--- config.mk ---
export PLATFORM = sky130hd
export DESIGN_NAME = scc_mac
export DESIGN_NICKNAME = d
export VERILOG_FILES = /design/src/scc_pkg.sv /design/src/scc_mac.sv
export SDC_FILE = /design/constraint.sdc
export NUM_CORES = 1
export LEC_CHECK = 0
export BUFFER_PORTS_ARGS = -buffer_cell sky130_fd_sc_hd__buf_2
export CAP_MARGIN = 20
export CORE_ASPECT_RATIO = 0.75
export CORE_MARGIN = 4
export CORE_UTILIZATION = 40
export DETAILED_ROUTE_END_ITERATION = 10
export HOLD_SLACK_MARGIN = 0.08
export PLACE_DENSITY = 0.59
export SYNTH_ARGS = -nofsm -noshare
export SYNTH_HDL_FRONTEND = slang
export SYNTH_SLANG_ARGS = --single-unit
--- constraint.sdc ---
create_clock -name aclk -period 7.1 [get_ports aclk]
set_input_delay 1.775 -clock aclk [delete_from_list [all_inputs] [get_ports aclk]]
set_output_delay 1.775 -clock aclk [all_outputs]
set_load 0.05 [all_outputs]
--- src/scc_pkg.sv ---
// Shared types, codes and constants of the sequence context convolution.
package scc_pkg;

    localparam int DEF_MAX_CONTEXT  = 4;
    localparam int DEF_MAX_HIDDEN   = 64;
    localparam int DEF_MAX_FILTERS  = 16;
    localparam int DEF_MAX_SEQUENCE = 4096;

    localparam int DATA_W     = 16;
    localparam int PROD_W     = 32;
    localparam int ACC_W      = 40;
    localparam int POS_W      = 12;
    localparam int FNUM_W     = 4;
    localparam int WIDX_W     = 12;
    localparam int CFG_ADDR_W = 2;
    localparam int CFG_DATA_W = 7;

    typedef enum logic [CFG_ADDR_W-1:0] {
        REG_START   = 2'd0,
        REG_LENGTH  = 2'd1,
        REG_HIDDEN  = 2'd2,
        REG_FILTERS = 2'd3
    } reg_index_t;

    localparam logic KIND_WEIGHT  = 1'b0;
    localparam logic KIND_FEATURE = 1'b1;

    localparam logic [2:0] RST_START   = 3'b111;
    localparam logic [2:0] RST_LENGTH  = 3'd3;
    localparam logic [6:0] RST_HIDDEN  = 7'd64;
    localparam logic [4:0] RST_FILTERS = 5'd16;

    typedef enum logic [2:0] {
        ST_IDLE,
        ST_ROW,
        ST_FILT,
        ST_ISSUE,
        ST_DRAIN,
        ST_DONE
    } state_t;

    typedef struct packed {
        logic valid;
        logic use_row;
        logic end_flag;
    } issue_t;

endpackage

--- src/scc_mac.sv ---
// Registered multiplier and 40-bit accumulator.
module scc_mac (
    input  logic                              aclk,
    input  logic                              aresetn,
    input  logic                              clr,
    input  scc_pkg::issue_t                   in_tag,
    input  logic signed [scc_pkg::DATA_W-1:0] hist_val,
    input  logic signed [scc_pkg::DATA_W-1:0] weight_val,
    output logic                              done,
    output logic signed [scc_pkg::ACC_W-1:0]  sum
);
    logic signed [scc_pkg::PROD_W-1:0] prod_reg;
    logic signed [scc_pkg::ACC_W-1:0]  acc_reg;
    logic signed [scc_pkg::ACC_W-1:0]  acc_next;
    logic                              p_valid_reg;
    logic                              p_end_reg;

    always_ff @(posedge aclk) begin
        prod_reg <= hist_val * weight_val;
    end

    always_ff @(posedge aclk) begin
        if (!aresetn) begin
            p_valid_reg <= 1'b0;
            p_end_reg   <= 1'b0;
        end else begin
            p_valid_reg <= in_tag.valid;
            p_end_reg   <= in_tag.valid && in_tag.end_flag;
        end
    end

    assign acc_next = acc_reg + scc_pkg::ACC_W'(prod_reg);

    always_ff @(posedge aclk) begin
        if (clr) begin
            acc_reg <= '0;
        end else if (p_valid_reg) begin
            acc_reg <= acc_next;
        end
    end

    assign done = p_valid_reg && p_end_reg;
    assign sum  = acc_next;

endmodule
==> reports/results.txt <==
CTS Buf Count - 9
nets@finish - 2,152
die area - 38,500 µm²
Tcrit/Tclk final - 0.974
critical path launch point - hist_val[7]
number of port buffers - 77
skew final - 0.00670 ns
largest cells by area after synthesis - fa_1, ha_1, dfxtp_1
min-delay src - acc_reg[20]
initial core utilization - 0.406
Area Growth Syn to Fin - 16.5%
First DRT Iteration DRCs - 453
Die Ht - 171 µm
grt met1 use - 0.242
crit path max fanout - 10
Finish-stage setup viols - 0
Fmax - 145 MHz
number of global-route vias before repair - 11.9k
# H-tree levels - 3
CP Capture Type - flip-flop
min Tclk post-route - 6.92 ns
Die X - 225 µm
synthesized flop and latch total - 74
largest net degree at the start of global routing - 46
status - completed
routing usage on met3 - 0.0281
Tightest Pin Transition - 0.725 ns
syn avg cell area - 9.06 µm²
maxcap violations - 0
ys flop type - dfxtp_1
max_slew headroom - 0.516
Placer Congestion - 0.859
grt met2 use - 0.317
root buffer selected by CTS - clkbuf_16
Worst R2R Start - acc_reg[0]
routed vias/inst - 4.92
worst skew pair latency - 0.34 ns
Core Area - 34,800 µm²
DR pass1 iterations - 5
Yosys top cell area share - 0.372
WP data arrival - 7.13 ns
RSZ-0062 raised after global routing - true
CP startpoint kind - primary input
DR vias - 10.8k
Post-synth EDFFs - 0
syn_nets - 1,986
global route overflow - 0
final WL - 32,300 µm
Yosys cell types - 70
final hold violations - 0
Routed Antenna Nets - 0
antenna cell count - 0
CTS tree - done
area leader, netlist - fa_1
Synth warnings - 0
Reg clk slew, reported paths - 0.06 ns
clock buffer depth - 2
Hold WS - 0.490 ns
DRC viols - 0
initial antenna violation count - 0
register area share after synthesis - 0.105
Worst EP required - 7.31 ns
most frequent cell after synthesis - inv_1
Synth top cells by count - inv_1, fa_1, nand2_1
CTS Sinks - 74
max FFs per register - 40
Post-Synthesis Cells - 1,564
Post-synth ARST share - 0
post-DP HPWL - 27,900 µm
share of layout cells above drive strength 1 - 0.166
busiest layer in global routing - met2
first-pass GRT wire length - 56,800 µm
post-DR wirelength/cell - 14.8 µm
Setup Crit Path Kind - in -> reg
Final Max Tran Viols - 0
# rows - 59
class of the worst hold path - reg -> reg
Ports - 79
Mapped Area - 14,200 µm²
Total GRT Usage - 0.180
-- worst max-delay path: stages --
cell,delay [ns]
buf_4,0.17
buf_4,0.16
and2_1,0.15
fa_1,0.56
fa_1,0.43
fa_1,0.49
fa_1,0.51
fa_1,0.49
inv_1,0.05
fa_1,0.47
inv_1,0.06
ha_4,0.21
a21oi_2,0.19
o21bai_2,0.11
a2111oi_4,0.40
o211ai_1,0.13
o21ai_1,0.15
buf_4,0.16
nor3_2,0.04
nor3_2,0.17
a21oi_2,0.09
xnor2_1,0.14
-- repair_timing --
item	in CTS	in global routing
gates resized for setup	1	61
hold endpoints to repair	0	0
pin swaps	0	27
endpoints found under the setup margin	1	7
hold buffers	0	0
buffers inserted	0	3
gates cloned	0	0
-- per-layer routing --
| layer | wire, µm | vias to the layer above |
|---|---|---|
| met1 | 15100 | 5392 |
| met5 | 0 | - |
| li1 | - | 5224 |
| met3 | 1220 | 22 |
| met2 | 15700 | 141 |
| met4 | 250 | 0 |
-- worst paths after layout --
kind | end | slack (ns) | depth (start not counted)
min reg2reg | acc_reg[20] | 0.49 | 2
max reg2reg | acc_reg[30] | 4.04 | 12
max | prod_reg[31] | 0.18 | 22
min | acc_reg[20] | 0.49 | 2
-- logic make-up after synthesis --
logic type                 after synthesis  share of synthesized area
and+or+nand+nor                        447                      0.156
adders and majority gates              384                      0.479
buffers and inverters                  355                     0.0948
AOI/OAI and AO/OA                      206                      0.103
DFF                                     74                      0.105
xor gates and xnor gates                73                     0.0451
muxes                                   25                     0.0177
-- per-stage QoR --
stage               setup TNS [ns]  cell area, µm²  std cells  setup WS (ns)   util
floorplan                        0           14200       1564        0.00337      -
global placement             -1.49           16000       2173         -0.305  0.459
detailed placement           -1.77           16000       2173         -0.398  0.459
CTS                              0           16300       2188         0.0218  0.468
global route               -0.0686           16500       2191        -0.0522  0.474
finish                           0           16500       2191          0.183  0.474
-- cell usage in the layout, fill, tap and decap left out, drive strengths merged, types with 4 or more instances in the layout --
| cell | instances |
|---|---|
| nor2b | 5 |
| o211ai | 4 |
| o21ai | 34 |
| xor2 | 24 |
| and2 | 132 |
| nor3 | 16 |
| clkbuf | 20 |
| o21a | 12 |
| a211o | 5 |
| nor2 | 77 |
| and4 | 4 |
| o21bai | 5 |
| inv | 299 |
| a21o | 30 |
| nand2b | 7 |
| a31o | 9 |
| nand2 | 158 |
| mux2i | 25 |
| dfxtp | 74 |
| xnor2 | 49 |
| and3 | 17 |
| buf | 203 |
| nand3 | 10 |
| a21oi | 54 |
| nand4 | 7 |
| ha | 121 |
| a31oi | 12 |
| a211oi | 9 |
| fa | 263 |
-- cell type report --
class | count | area (µm²)
Clock buffer | 11 | 253
Clock inverter | 4 | 26.3
Fill cell | 3422 | 18300
Inverter | 298 | 1120
Multi-Input combinational cell | 1135 | 11500
Sequential cell | 74 | 1480
Tap cell | 457 | 572
Timing Repair Buffer | 212 | 1510
Power is left out: the tool's default activity adds up to more than one toggle a clock period on the data nets, which glitch-free logic cannot reach.
